`src/sv/pwg_pkg.sv`:
```
// Shared constants and types of the piecewise waveform generator
`default_nettype none
package pwg_pkg;
  localparam int MAX_SEGMENTS = 64;
  localparam int SEG_IDX_W    = $clog2(MAX_SEGMENTS + 1);
  localparam int ENTRY_IDX_W  = $clog2(MAX_SEGMENTS);
  localparam int DATA_W       = 32;
  localparam int PROD_W       = 2 * DATA_W + 1;
  localparam int CFG_IDX_W    = 1;
  localparam int CFG_DATA_W   = 7;

  localparam logic [CFG_IDX_W-1:0] CFG_INTERPOLATE   = 1'd0;
  localparam logic [CFG_IDX_W-1:0] CFG_SEGMENT_COUNT = 1'd1;

  localparam logic KIND_LOAD  = 1'b0;
  localparam logic KIND_QUERY = 1'b1;

  typedef struct packed {
    logic                    is_query;
    logic [ENTRY_IDX_W-1:0]  index;
    logic signed [DATA_W-1:0] value;
    logic [DATA_W-1:0]       duration;
    logic [DATA_W-1:0]       time_now;
  } op_t;

  typedef struct packed {
    logic                 interpolate;
    logic [SEG_IDX_W-1:0] count;
  } cfg_t;

  typedef struct packed {
    logic              start;
    logic [PROD_W-1:0] dividend;
    logic [DATA_W-1:0] divisor;
  } div_req_t;

  typedef struct packed {
    logic              done;
    logic [DATA_W-1:0] quotient;
  } div_rsp_t;
endpackage
`default_nettype wire

```
`src/sv/pwg_if.sv`:
```
// Valid/ready channel interfaces for items and results
`default_nettype none
interface pwg_in_if;
  logic               valid;
  logic               ready;
  logic               kind;
  logic [5:0]         entry_index;
  logic signed [31:0] entry_value;
  logic [31:0]        entry_duration;
  logic [31:0]        time_now;
  modport source (output valid, kind, entry_index, entry_value, entry_duration, time_now,
                  input ready);
  modport sink (input valid, kind, entry_index, entry_value, entry_duration, time_now,
                output ready);
endinterface

`default_nettype wire

```
`src/sv/pwg_front.sv`:
```
// Front end: accept items, classify them and queue them for the engine
`default_nettype none
module pwg_front import pwg_pkg::*; (
  input  wire logic clk,
  input  wire logic rst,
  pwg_in_if.sink    items,
  output logic      q_valid,
  output op_t       q_op,
  input  wire logic pop
);
  op_t        queue [0:1];
  logic       wr_ptr;
  logic       rd_ptr;
  logic [1:0] count;
  logic       push;
  op_t        op_in;

  assign items.ready = (count != 2'd2);
  assign push        = items.valid && items.ready;
  assign q_valid     = (count != 2'd0);
  assign q_op        = queue[rd_ptr];

  always_comb begin
    op_in.is_query = (items.kind == KIND_QUERY);
    op_in.index    = items.entry_index;
    op_in.value    = items.entry_value;
    op_in.duration = items.entry_duration;
    op_in.time_now = items.time_now;
  end

  always_ff @(posedge clk) begin
    if (push) begin
      queue[wr_ptr] <= op_in;
    end
  end

  always_ff @(posedge clk) begin
    if (rst) begin
      wr_ptr <= 1'b0;
      rd_ptr <= 1'b0;
      count  <= 2'd0;
    end else begin
      if (push) wr_ptr <= ~wr_ptr;
      if (pop) rd_ptr <= ~rd_ptr;
      count <= count + {1'b0, push} - {1'b0, pop};
    end
  end
endmodule
`default_nettype wire

```
`src/flat_wrapper.sv`:
```
// flat-port wrapper written by rule: the top's interface ports become plain ports
module pwg_front_flat import pwg_pkg::*;
  (clk, rst, q_valid, q_op, pop, items_valid, items_kind, items_entry_index, items_entry_value, items_entry_duration, items_time_now, items_ready);
  pwg_in_if items_i ();
  input  wire logic clk;
  input  wire logic rst;
  output logic q_valid;
  output op_t q_op;
  input  wire logic pop;
  input wire logic [$bits(items_i.valid)-1:0] items_valid;
  input wire logic [$bits(items_i.kind)-1:0] items_kind;
  input wire logic [$bits(items_i.entry_index)-1:0] items_entry_index;
  input wire logic [$bits(items_i.entry_value)-1:0] items_entry_value;
  input wire logic [$bits(items_i.entry_duration)-1:0] items_entry_duration;
  input wire logic [$bits(items_i.time_now)-1:0] items_time_now;
  output wire logic [$bits(items_i.ready)-1:0] items_ready;
  assign items_i.valid = items_valid;
  assign items_i.kind = items_kind;
  assign items_i.entry_index = items_entry_index;
  assign items_i.entry_value = items_entry_value;
  assign items_i.entry_duration = items_entry_duration;
  assign items_i.time_now = items_time_now;
  assign items_ready = items_i.ready;
  pwg_front u_core (.clk(clk), .rst(rst), .items(items_i), .q_valid(q_valid), .q_op(q_op), .pop(pop));
endmodule
```
`config.mk`:
```
export PLATFORM = sky130hd
export DESIGN_NAME = pwg_front_flat
export DESIGN_NICKNAME = d
export VERILOG_FILES = /design/src/sv/pwg_pkg.sv /design/src/sv/pwg_if.sv /design/src/sv/pwg_front.sv /design/src/flat_wrapper.sv
export SDC_FILE = /design/constraint.sdc
export NUM_CORES = 1
export LEC_CHECK = 0
export BUFFER_PORTS_ARGS = -buffer_cell sky130_fd_sc_hd__buf_2
export CAP_MARGIN = 10
export CORE_ASPECT_RATIO = 1.5
export CORE_UTILIZATION = 47
export DETAILED_ROUTE_END_ITERATION = 8
export HOLD_SLACK_MARGIN = 0.02
export PLACE_DENSITY = 0.81
export SYNTH_ARGS = -nofsm -noshare
export SYNTH_HDL_FRONTEND = slang
export SYNTH_SLANG_ARGS = --single-unit
```
`constraint.sdc`:
```
create_clock -name clk -period 3.2 [get_ports clk]
set_input_delay 0.32 -clock clk [delete_from_list [all_inputs] [get_ports clk]]
set_output_delay 0.32 -clock clk [all_outputs]
set_load 0.02 [all_outputs]
```
==> results.json <==
{
  "status": "finished clean",
  "io_pins": 212,
  "syn_nets": 454,
  "postSynthCellCount": 346,
  "hold_depth": 1,
  "io_buffers": 211,
  "nNetsFinal": 727,
  "grt_usage_pct": 16.8,
  "cts_sinks": 211,
  "clk_pin_slew_worst_paths_ns": 0.06,
  "powerDensity_nw_per_um2": 628,
  "ys_seq_area_share_pct": 81.8,
  "p_leak_nw": 3.72,
  "fp.dieW_um": 106,
  "critical-path-top-delay-family": "buffers and inverters",
  "netlist.area_leader.share_pct": 80.5,
  "grt_max_degree": 70,
  "vias": 4102,
  "ys_async_sr_fraction_pct": 0,
  "htree_levels": 1,
  "cts_root_buf": "clkbuf_16",
  "drc": 0,
  "syn_to_final_growth_pct": 30.0,
  "place_area_um2": 8970,
  "path_depth": 5,
  "slowest_stage": "buf_4",
  "grt_pass1_wl_um": 21400,
  "holdBufCountCts": 42,
  "first_global_vias": 4376,
  "yosys.area.top_type": "edfxtp_1",
  "cts_resized": 0,
  "placementRows": 56,
  "antenna_left": 0,
  "startpoint_type": "register",
  "synth_edf_count": 206,
  "crit_path_cell_trace": "nand2b_1 > nand3b_1 > clkinvlp_4 > buf_4 > buf_4",
  "core_region_area_um2": 15800,
  "gp_congestion": 0.720,
  "maxCapViolCount": 0,
  "fmax_ghz": 0.387,
  "critPathMaxFanout": 69,
  "peakVddDrop_mv": 0.420,
  "synth_flop_cell": "edfxtp_1",
  "hpwl_um": 9410,
  "fillers": 1130,
  "maxSlewHeadroom_pct": 37.7,
  "drtPass1Iterations": 4,
  "start_util_pct": 48.5,
  "period_minus_slack_ns": 2.58,
  "wl_per_cell_um": 17.7,
  "required_ns": 3.31,
  "criticalPathCategory": "reg2reg",
  "drt_wl_total_um": 14800,
  "synthMostInstantiatedCell": "edfxtp_1",
  "synth_area_per_cell_um2": 22.2,
  "cts_buffers": 19,
  "yosys-top-cells-area": "edfxtp_1, mux2_2, dfxtp_1",
  "overflow": 0,
  "synth_common_cells": "edfxtp_1, mux2_2, buf_6, dfxtp_1",
  "clkLatencyLatePin_ns": 0.48,
  "critical-path-max-stage-delay_ns": 0.71,
  "rr_worst_depth": 5,
  "finalSetupViolCount": 0,
  "rsz0062_at_grt": "false",
  "fin_skew_ns": 0.0152,
  "syn_area_um2": 7680,
  "finalHoldViolations": 0,
  "die_h_um": 159,
  "yosysWarnings": 0,
  "worst_pin_slew_ns": 0.934,
  "crit_top_cell": "buf_4",
  "drtIter0Drc": 128,
  "drive_gt1_share_pct": 54.9,
  "hold_path.class": "in2reg",
  "fin_tns_setup_ns": 0,
  "cp.arrival_ns": 2.69,
  "viasPerCell": 4.89,
  "crit_path_end_kind": "register",
  "fin_area_um2": 9990,
  "ys_types": 22,
  "slew_violations": 0,
  "cts_setup_buffers": 0,
  "clockBufferDepth": 3,
  "antenna_found_initial": 4,
  "cts_tree": "yes",
  "post-route-period-util_pct": 80.7,
  "dieArea_um2": 16900,
  "cp_num_buf_inv": 3,
  "ys_seq_elements": 211
}
==> cells in the final DEF (no fill, tap or decap), drive strengths merged <==
cell	count
buf	216
edfxtp	206
mux2	104
dlygate4sd3	47
clkbuf	22
clkinv	10
dfxtp	5
diode	3
nor2	3
clkinvlp	2
a21oi	2
inv	2
nand2b	1
and3	1
or2	1
nand3b	1
a21o	1
nand3	1
xnor2	1
a21bo	1
nor2b	1
nand2	1
and2b	1
mux2i	1
ha	1
==> cell type report <==
class                   instances  area [um^2]  share of cell area (%)
diodes                          3         7.51                  0.0752
clock buffers                  22          487                    4.87
clock inverters                12         55.1                   0.551
inverters                       2         11.3                   0.113
multi-input cells             122         1290                    13.0
flip-flops and latches        211         6290                    63.0
well taps                     203          254                    2.54
repair buffers                263         1590                    15.9
==> final timing paths <==
kind	to	from	slack, ns
setup reg to reg	u_core.queue[0][33]$_DFFE_PP_	u_core.count[0]$_SDFF_PP0_	0.62
setup / recovery	u_core.queue[0][33]$_DFFE_PP_	u_core.count[0]$_SDFF_PP0_	0.62
hold / removal	u_core.queue[1][88]$_DFFE_PP_	items_entry_value[24]	0.04
hold reg to reg	u_core.rd_ptr$_SDFFE_PP0P_	u_core.rd_ptr$_SDFFE_PP0P_	0.52
==> cells by family after synthesis <==
kind of cell	count (synthesis)	share of synthesized area, %
compound gates	4	0.358
mux	105	15.4
fa+ha+maj	1	0.163
buf+inv	13	1.42
simple gates	11	0.782
xor+xnor	1	0.114
flops	211	81.8
==> stage by stage <==
| step | utilization (%) | power [mW] | worst slack (ns) | cells | hold WS (ns) |
|---|---|---|---|---|---|
| finish | 63.1 | 6.28 | 0.619 | 838 | 0.0372 |
| global route | 63.1 | 6.52 | 0.438 | 837 | 0.0202 |
| CTS | 62.7 | 6.34 | 0.606 | 830 | 0.0204 |
| detailed placement | 56.6 | 4.31 | 0.612 | 754 | 0.505 |
| global placement | 56.6 | 4.27 | 0.767 | 754 | 0.496 |
| floorplan | - | 3.98 | 0.472 | 346 | 0.389 |
==> layer usage <==
layer	track usage (%)	routed length [um]	vias up
met1	16.6	5140	2000
met4	6.75	397	2
met3	3.93	931	29
li1	-	-	1916
met5	0	11	-
met2	33.2	8350	155
==> power breakdown <==
group          total (mW)  internal [mW]  switching (mW)  leakage, nW
clock network        1.99           1.09           0.899        0.260
logic               0.937          0.388           0.549         1.50
registers            3.35           3.28          0.0678         1.96
total                6.28           4.76            1.52         3.72
==> worst reg2reg max path, cell delays in order (launching register included) <==
cell and delay (ns):
dfxtp_1 0.37, nand2b_1 0.24, nand3b_1 0.20, clkinvlp_4 0.12, buf_4 0.71, buf_4 0.59
==> flip-flops by register name, indices dropped and copies added, names as in the netlist, named ones only <==
name           count
u_core.queue     206
u_core.count       2
u_core.rd_ptr      1
u_core.wr_ptr      1
Power figures use the tool's default switching activity.
