==> src/sv/pwg_pkg.sv <==
// Shared constants and types of the piecewise waveform generator
`default_nettype none
package pwg_pkg;
  localparam int MAX_SEGMENTS = 64;
  localparam int SEG_IDX_W    = $clog2(MAX_SEGMENTS + 1);
  localparam int ENTRY_IDX_W  = $clog2(MAX_SEGMENTS);
  localparam int DATA_W       = 32;
  localparam int PROD_W       = 2 * DATA_W + 1;
  localparam int CFG_IDX_W    = 1;
  localparam int CFG_DATA_W   = 7;

  localparam logic [CFG_IDX_W-1:0] CFG_INTERPOLATE   = 1'd0;
  localparam logic [CFG_IDX_W-1:0] CFG_SEGMENT_COUNT = 1'd1;

  localparam logic KIND_LOAD  = 1'b0;
  localparam logic KIND_QUERY = 1'b1;

  typedef struct packed {
    logic                    is_query;
    logic [ENTRY_IDX_W-1:0]  index;
    logic signed [DATA_W-1:0] value;
    logic [DATA_W-1:0]       duration;
    logic [DATA_W-1:0]       time_now;
  } op_t;

  typedef struct packed {
    logic                 interpolate;
    logic [SEG_IDX_W-1:0] count;
  } cfg_t;

  typedef struct packed {
    logic              start;
    logic [PROD_W-1:0] dividend;
    logic [DATA_W-1:0] divisor;
  } div_req_t;

  typedef struct packed {
    logic              done;
    logic [DATA_W-1:0] quotient;
  } div_rsp_t;
endpackage
`default_nettype wire

==> src/sv/pwg_div.sv <==
// Restoring divider, one quotient bit per cycle
`default_nettype none
module pwg_div import pwg_pkg::*; (
  input  wire logic clk,
  input  wire logic rst,
  input  div_req_t  req,
  output div_rsp_t  rsp
);
  logic              busy;
  logic              done;
  logic [6:0]        step;
  logic [DATA_W-1:0] rem;
  logic [PROD_W-1:0] quo;
  logic [DATA_W:0]   shifted;
  logic [DATA_W:0]   trial;
  logic              fits;

  assign shifted = {rem, quo[PROD_W-1]};
  assign trial   = shifted - {1'b0, req.divisor};
  assign fits    = (shifted >= {1'b0, req.divisor});
  assign rsp.done     = done;
  assign rsp.quotient = quo[DATA_W-1:0];

  always_ff @(posedge clk) begin
    if (req.start) begin
      quo <= req.dividend;
      rem <= '0;
    end else if (busy) begin
      rem <= fits ? trial[DATA_W-1:0] : shifted[DATA_W-1:0];
      quo <= {quo[PROD_W-2:0], fits};
    end
  end

  always_ff @(posedge clk) begin
    if (rst) begin
      busy <= 1'b0;
      done <= 1'b0;
      step <= '0;
    end else begin
      done <= 1'b0;
      if (req.start) begin
        busy <= 1'b1;
        step <= '0;
      end else if (busy) begin
        step <= step + 7'd1;
        if (step == 7'(PROD_W - 1)) begin
          busy <= 1'b0;
          done <= 1'b1;
        end
      end
    end
  end
endmodule
`default_nettype wire

==> config.mk <==
export PLATFORM = sky130hd
export DESIGN_NAME = pwg_div
export DESIGN_NICKNAME = d
export VERILOG_FILES = /design/src/sv/pwg_pkg.sv /design/src/sv/pwg_div.sv
export SDC_FILE = /design/constraint.sdc
export NUM_CORES = 1
export LEC_CHECK = 0
export BUFFER_PORTS_ARGS = -buffer_cell sky130_fd_sc_hd__buf_2
export CAP_MARGIN = 15
export CORE_ASPECT_RATIO = 1.75
export CORE_MARGIN = 2
export CORE_UTILIZATION = 50
export CTS_CLUSTER_SIZE = 14
export DETAILED_ROUTE_END_ITERATION = 12
export PLACE_DENSITY = 0.81
export SLEW_MARGIN = 10
export SYNTH_ARGS = -nofsm -noshare
export SYNTH_HDL_FRONTEND = slang
export SYNTH_SLANG_ARGS = --single-unit
==> constraint.sdc <==
create_clock -name clk -period 3.4 [get_ports clk]
set_input_delay 0.51 -clock clk [delete_from_list [all_inputs] [get_ports clk]]
set_output_delay 0.51 -clock clk [all_outputs]
set_load 0.005 [all_outputs]
==> results of run 1 <==
-- routing by layer --
| metal | wire (um) | GRT usage (%) | vias to the layer above | part of all wire [%] |
|---|---|---|---|---|
| li1 | - | - | 2601 | - |
| met1 | 5780 | 21.1 | 2369 | 38 |
| met2 | 8310 | 40.0 | 179 | 55 |
| met3 | 664 | 3.19 | 32 | 4.4 |
| met4 | 485 | 10.6 | 0 | 3.2 |
| met5 | 0 | 0 | - | 0 |
-- power by group --
group          internal [mW]  leakage (nW)  switching (mW)
logic                  0.260          2.10           0.289
clock network          0.586         0.146           0.490
registers               1.48         0.987          0.0479
total                   2.33          3.23           0.827
-- final cells by class --
class                   count  area (um2)
inverters                  41         154
flip-flops and latches    106        2770
clock buffers               9         225
multi-input cells         456        3350
repair buffers            149         791
well taps                 174         218
fillers                  1204        5720
clock inverters             7        85.1
-- critical path: stages (launching register included) --
cell and delay, ps:
dfxtp_1 340, ha_1 360, a21o_1 220, a21o_1 170, a21oi_1 280, o21ai_1 160, o31ai_4 600, buf_4 350
nor2_1 60, a211oi_1 240, a211oi_1 80
-- worst paths after layout --
kind | startpoint | endpoint | slack (ps) | cells past startpoint
min | rst | busy$_SDFF_PP0_ | 340 | 2
max | rem[25]$_SDFFE_PP0P_ | rem[0]$_SDFFE_PP0P_ | 370 | 10
max reg2reg | rem[25]$_SDFFE_PP0P_ | rem[0]$_SDFFE_PP0P_ | 370 | 10
min reg2reg | rem[17]$_SDFFE_PP0P_ | rem[17]$_SDFFE_PP0P_ | 470 | 2
-- layout by cell type, fill, tap and decap left out, types with 11 or more instances in the layout --
master,count
xnor2_1,20
buf_2,131
nand4_1,11
nand2_1,44
o21ai_0,30
buf_4,18
ha_1,34
dfxtp_1,41
mux2_2,64
a21oi_1,47
xor2_1,12
a211oi_1,19
edfxtp_1,65
nor2_1,46
inv_1,40
-- synthesized netlist by cell type, drive strengths merged (11+ instances only) --
master,number,share of area (%)
edfxtp,65,29
mux2,64,11
a21oi,49,3.7
nor2,47,2.7
nand2,44,2.4
buf,43,4.8
dfxtp,41,12
inv,41,2.3
o21ai,40,3.0
ha,34,6.3
clkbuf,23,2.2
xnor2,20,2.6
a211oi,19,2.1
xor2,12,1.6
nand4,11,1.0
-- cell families after synthesis --
kind of cell             synth area share, %
AO/OA/AOI/OAI                           16.0
AND/OR/NAND/NOR                         10.7
buffers and inverters                   9.41
flip-flops                              41.1
multiplexers                            12.0
adder cells (fa/ha/maj)                 6.60
XOR/XNOR                                4.15
-- through the flow --
step | utilization (%) | hold WS (ps) | cell area, um2
6_report | 57.1 | 338 | 7600
5_1_grt | 57.1 | 326 | 7600
4_1_cts | 57.1 | 322 | 7600
3_5_place_dp | 54.7 | 463 | 7290
3_3_place_gp | 54.7 | 459 | 7290
2_1_floorplan | - | 444 | 6750
-- flip-flops by register name, indices dropped and copies added (netlist names) --
register and count:
quo 65, step 7, busy 1, done 1
rem 32
==> out/metrics.yaml, run 1 <==
synth_warnings: 0
synthArstFlopShare_pct: 0
ys.flop_type: "edfxtp_1"
cts_hold_buf: 0
num_vias: 5181
setup_tns_ps: 0
grt_start_max_net_pins: 78
ir_drop_uv: 237
synth_edf_count: 65
syn_area_mm2: 0.00675
antenna_found_initial: 0
drv_cap: 0
grt_first_pass_wirelength_um: 23600
finalSetupViolations: 0
finClkSkew_ps: 11.4
setup_slack_ps: 367
clock_latency_ps: 340
cts_tree: "yes"
status: "finished clean"
core_area_mm2: 0.0133
period_minus_slack_ps: 3030
grt_setup_unrepaired: "false"
worstMarginPinSlew_ps: 922
dr.first_iter.drc_count: 146
fmax_ghz: 0.330
drv_slew: 0
layout-drive-gt1-share_pct: 32.2
num_antenna_cells: 0
power.leakage_nw: 3.23
grt_use_total_pct: 20.7
synth_nets: 805
syn_avg_cell_area_um2: 10.1
end_kind: "register"
hold_class: "in2reg"
numCtsBuffers: 9
fin_cells: 942
synth_seq_area_share_pct: 41.1
pre_cts_ws_ps: 26.0
cts.path.max_buffers: 2
cts_resized: 0
synth_cells: 670
finalPower_mw: 3.16
fin_crit_sh_pct: 89.2
portBuffers: 132
grt_pass1_vias: 5081
chipHeight_um: 158
routedWlPerCell_um: 16.2
cts_setup_buffers: 0
powerDensity_mw_per_mm2: 416
yosysUniqueCellTypes: 68
finalNetCount: 898
path_class: "reg2reg"
overflow: 0
dp.cells: 926
cts_num_sinks: 106
worstPathRequired_ps: 3580
vias_per_cell: 5.50
cts_root_buffer: "clkbuf_16"
dr.pass1.iters: 5
die_area_mm2: 0.0145
std_cell_rows: 56
path_clk_slew_ps: 80
finalHoldViolCount: 0
cp-start-kind: "register"
gp_congestion: 0.954
syn2layout_area_growth_pct: 12.5
io_pins: 133
start_util_pct: 50.7
worstPathMaxFanout: 21
relSlewSlack_pct: 38.4
htree_levels: 3
post-dp-hpwl_um: 11900
drt-total-wl_um: 15200
die_x_um: 91.8
arrival_ps: 3210
postRouteAntennaNets: 0
route.detailed.drc: 0
ys_seq_elements: 106
Power figures use the tool's default switching activity.
==> run 2, diff against run 1 <==
--- a/config.mk
+++ b/config.mk
@@ -12,7 +12,7 @@
 export CORE_UTILIZATION = 50
 export CTS_CLUSTER_SIZE = 14
 export DETAILED_ROUTE_END_ITERATION = 12
-export PLACE_DENSITY = 0.81
+export PLACE_DENSITY_LB_ADDON = 0.2
 export SLEW_MARGIN = 10
 export SYNTH_ARGS = -nofsm -noshare
 export SYNTH_HDL_FRONTEND = slang
==> out/metrics.yaml, run 2 (synthesis results as in run 1) <==
status: "finished clean"
fmax_ghz: 0.351  # +6.5%
arrival_ps: 3110  # -100 ps
finalPower_mw: 3.08  # -2.4%
cts.path.max_buffers: 2  # unchanged
syn2layout_area_growth_pct: 11.7
worstPathRequired_ps: 3660  # +80 ps
fin_crit_sh_pct: 83.7  # -5.5 points
cp-start-kind: "register"
largest_reg_flops: 65  # unchanged
crit_slowest_cell: "fa_1"
die_area_mm2: 0.0145  # unchanged
std_cell_rows: 56  # unchanged
grt_use_total_pct: 20.9  # +0.23 points
finalNetCount: 892  # -0.67%
routedWlPerCell_um: 16.0  # -0.83%
end_kind: "register"
cp_top_family: "compound AO/OA/AOI/OAI gates"
layout-drive-gt1-share_pct: 31.5  # -0.67 points
relSlewSlack_pct: 29.8  # -8.6 points
die_x_um: 91.8  # unchanged
post-dp-hpwl_um: 11400  # -4.2%
drv_cap: 0  # unchanged
cts_resized: 0  # unchanged
grt_setup_unrepaired: "false"
power.leakage_nw: 3.20  # -0.90%
finalSetupViolations: 0  # unchanged
core_area_mm2: 0.0133  # unchanged
grt_first_pass_wirelength_um: 24300  # +2.7%
fin_cells: 936  # -0.64%
finClkSkew_ps: 12.2  # +0.836 ps
grt_pass1_vias: 5203  # +2.4%
numCtsBuffers: 9  # unchanged
clock_latency_ps: 350  # about the same
drv_slew: 0  # unchanged
cts_num_sinks: 106  # unchanged
path_buf_inv: 1  # unchanged
path_clk_slew_ps: 70  # about the same
htree_levels: 3  # unchanged
chipHeight_um: 158  # unchanged
setup_tns_ps: 0  # unchanged
whs_ps: 337  # -1.08 ps
worstPathMaxFanout: 3  # -86%
portBuffers: 132  # unchanged
grt_start_max_net_pins: 66  # -15%
ir_drop_uv: 271  # +14%
dr.pass1.iters: 4  # -1
critPathMostFrequentCell: "a211oi_1"
num_antenna_cells: 0  # unchanged
finalHoldViolCount: 0  # unchanged
cts_tree: "yes"
cts_hold_buf: 0  # unchanged
gp_congestion: 0.936  # -1.9%
setup_slack_ps: 553  # +186 ps
hold_class: "in2reg"
top_regs: "quo: 65 flops, rem: 32 flops, step: 7 flops"
overflow: 0  # unchanged
period_minus_slack_ps: 2850  # -186 ps
path_class: "reg2reg"
worstMarginPinSlew_ps: 1050  # +129 ps
regMostFlops: "quo"
antenna_found_initial: 0  # unchanged
postRouteAntennaNets: 0  # unchanged
layout_common_cells: "buf_2 (131), edfxtp_1 (65), mux2_2 (64)"
cp_cell_sequence: "inv_1 -> ha_1 -> fa_1 -> nand2b_1 -> a211oi_1 -> o21bai_1 -> a21oi_1 -> a211oi_1 -> xnor2_1 -> mux2i_1 -> a211oi_1"
num_vias: 5207  # +0.50%
route.detailed.drc: 0  # unchanged
dp.cells: 920  # -0.65%
drt-total-wl_um: 15000  # -1.5%
start_util_pct: 50.7  # unchanged
dr.first_iter.drc_count: 172  # +18%
io_pins: 133  # unchanged
vias_per_cell: 5.56  # +1.1%
pre_cts_ws_ps: 309  # +283 ps
cts_setup_buffers: 0  # unchanged
powerDensity_mw_per_mm2: 409  # -1.6%
cts_root_buffer: "clkbuf_16"
final_common_cell: "buf_2"
cpPeakStageDelay_ps: 410  # -190 ps
## run 2: final timing paths
| check | cells past startpoint | to | slack, ps | from |
|---|---|---|---|---|
| worst max-delay path | 11 | rem[16]$_SDFFE_PP0P_ | 550 | quo[64]$_DFFE_PP_ |
| worst min-delay path | 2 | busy$_SDFF_PP0_ | 340 | rst |
| worst max register to register | 11 | rem[16]$_SDFFE_PP0P_ | 550 | quo[64]$_DFFE_PP_ |
| worst min register to register | 2 | rem[18]$_SDFFE_PP0P_ | 470 | rem[18]$_SDFFE_PP0P_ |
## run 2: final cells by class
class	instances	area (um2)
Clock buffer	10	229
Tap cell	174	218
Multi-Input combinational cell	456	3350
Fill cell	1191	5770
Timing Repair Buffer	143	758
Clock inverter	6	57.6
Inverter	41	154
Sequential cell	106	2770
## run 2: report_power, final
group | leakage, nW | switching [mW] | internal, mW
clock network | 0.141 | 0.498 | 0.516
logic | 2.07 | 0.288 | 0.255
registers | 0.987 | 0.0415 | 1.48
total | 3.20 | 0.828 | 2.25
## run 2: routing by layer
layer  wire length, um  share of wire (%)  vias to the layer above  GRT usage (%)
li1                  -                  -                     2582              -
met1              6060                 40                     2434           23.6
met2              7790                 52                      149           38.1
met3               574                3.8                       42           2.76
met4               587                3.9                        0           10.9
met5                 0                  0                        -              0
## run 2: metrics by stage
stage	util, %	area (um2)
after global placement	54.5	7250
after detailed placement	54.5	7250
after CTS	56.6	7540
final	56.6	7540
after floorplan	-	6750
after global routing	56.6	7540
==> run 3, diff against run 2 <==
==> constraint.sdc (replaced) <==
create_clock -name clk -period 2.4 [get_ports clk]
set_input_delay 0.36 -clock clk [delete_from_list [all_inputs] [get_ports clk]]
set_output_delay 0.36 -clock clk [all_outputs]
set_load 0.005 [all_outputs]
==> out/metrics.yaml, run 3 (synthesis results as in run 1) <==
grt_use_total_pct: 25.7  # +4.8 points
path_clk_slew_ps: 80  # about the same
hold_class: "in2reg"
numCtsBuffers: 9  # unchanged
largest_reg_flops: 65  # unchanged
finalSetupViolations: 31  # +31
syn2layout_area_growth_pct: 42.8
power.leakage_nw: 4.08  # +27%
dr.first_iter.drc_count: 320  # +86%
powerDensity_mw_per_mm2: 495  # +21%
pre_cts_ws_ps: -558  # -867 ps
regMostFlops: "quo"
worstPathRequired_ps: 2630  # -1030 ps
worstPathMaxFanout: 10  # +7
portBuffers: 132  # unchanged
postRouteAntennaNets: 0  # unchanged
finalPower_mw: 4.78  # +55%
dr.pass1.iters: 5  # +1
vias_per_cell: 5.64  # +1.4%
drt-total-wl_um: 19400  # +29%
num_antenna_cells: 0  # unchanged
grt_setup_unrepaired: "true"
grt_pass1_vias: 6353  # +22%
cts_hold_buf: 0  # unchanged
clock_latency_ps: 350  # about the same
finalNetCount: 1044  # +17%
cts.path.max_buffers: 2  # unchanged
antenna_found_initial: 0  # unchanged
num_vias: 6135  # +18%
grt_start_max_net_pins: 51  # -23%
core_area_mm2: 0.0133  # unchanged
chipHeight_um: 158  # unchanged
overflow: 0  # unchanged
layout_common_cells: "buf_4 (149), buf_2 (131), edfxtp_1 (65)"
status: "complete, but fails checks"
std_cell_rows: 56  # unchanged
layout-drive-gt1-share_pct: 56.7  # +25 points
cts_tree: "yes"
cts_root_buffer: "clkbuf_16"
period_minus_slack_ps: 2540  # -312 ps
cts_num_sinks: 106  # unchanged
failed_checks: "negative setup slack"
path_class: "reg2reg"
drv_cap: 0  # unchanged
die_x_um: 91.8  # unchanged
gp_congestion: 0.951  # +1.6%
grt_first_pass_wirelength_um: 29800  # +23%
post-dp-hpwl_um: 13400  # +17%
relSlewSlack_pct: 52.5  # +23 points
whs_ps: 174  # -163 ps
start_util_pct: 50.7  # unchanged
drv_slew: 0  # unchanged
arrival_ps: 2760  # -350 ps
final_common_cell: "buf_4"
setup_slack_ps: -135  # -688 ps
worstMarginPinSlew_ps: 712  # -340 ps
io_pins: 133  # unchanged
end_kind: "register"
finalHoldViolCount: 0  # unchanged
htree_levels: 3  # unchanged
ir_drop_uv: 364  # +34%
routedWlPerCell_um: 17.9  # +11%
fin_crit_sh_pct: 106  # +22 points
top_regs: "quo: 65 flops, rem: 32 flops, step: 7 flops"
die_area_mm2: 0.0145  # unchanged
finClkSkew_ps: 15.1  # +2.90 ps
cp-start-kind: "register"
nFillCells: 932  # -22%
route.detailed.drc: 0  # unchanged
fmax_ghz: 0.394  # +12%
-- run 3: changes by cell type in the layout (fill, tap and decap cells not counted), moves of 10 or more --
| cell | previous run | this run |
|---|---|---|
| o21ai_0 | 30 | 10 |
| ha_1 | 34 | 8 |
| dfxtp_2 | 0 | 16 |
| a21oi_2 | 2 | 19 |
| ha_4 | 0 | 24 |
| dfxtp_1 | 41 | 24 |
| o21ai_1 | 9 | 24 |
| a21oi_1 | 47 | 26 |
| nor2_1 | 46 | 35 |
| buf_4 | 11 | 149 |
| a211oi_1 | 19 | 8 |
| a211oi_2 | 0 | 10 |
-- run 3: cell type report --
cell class	instances	area [um2]	area share (%)
inverters	41	158	1.64
multi-input cells	456	4130	42.9
flip-flops and latches	106	2800	29.0
well taps	174	218	2.26
repair buffers	295	2050	21.3
clock buffers	10	229	2.38
clock inverters	6	53.8	0.558
-- run 3: layer usage --
layer,vias up,part of all wire (%),GRT usage [%]
met4,0,4.2,12.9
met5,-,0,0
met3,64,4.5,3.47
met2,223,54,49.3
li1,2885,-,-
met1,2963,37,26.9
-- run 3: worst paths after layout --
kind                             start  cells past startpoint              endpoint  slack (ps)
setup reg to reg  rem[25]$_SDFFE_PP0P_                     10  rem[30]$_SDFFE_PP0P_        -140
setup / recovery  rem[25]$_SDFFE_PP0P_                     10  rem[30]$_SDFFE_PP0P_        -140
hold / removal                     rst                      2       busy$_SDFF_PP0_         170
hold reg to reg   step[6]$_SDFFE_PP0P_                      2  step[6]$_SDFFE_PP0P_         510
-- run 3: repair_timing --
action | 4_1_cts | 5_1_grt
pin swaps | 47 | 35
setup buffers | 13 | 10
resized for setup | 109 | 64
endpoints found under the hold margin | 0 | 0
cloned | 3 | 1
endpoints found under the setup margin | 33 | 33
-- run 3: power breakdown --
part           internal (mW)  switching (mW)  total [mW]
Combinational          0.589           0.559        1.15
Clock                  0.729           0.727        1.46
Sequential              2.10          0.0691        2.17
Total                   3.42            1.36        4.78
-- run 3: worst max-delay path, cell delays in order, from the launching register on --
cell,delay (ps)
dfxtp_2,340
ha_4,280
nand4_1,190
nor4_2,350
nand3_1,180
a211oi_2,280
o31ai_4,130
buf_12,180
buf_16,160
a32oi_1,220
o21ai_1,100
-- run 3: through the flow --
step | utilization (%) | instance area [um2] | cells | TNS (ps)
2_1_floorplan | - | 6840 | 670 | -73.6
3_3_place_gp | 62.7 | 8350 | 1049 | -9270
3_5_place_dp | 62.7 | 8350 | 1049 | -11010
4_1_cts | 70.0 | 9320 | 1080 | -541
5_1_grt | 72.4 | 9640 | 1088 | -5210
6_report | 72.4 | 9640 | 1088 | -1650
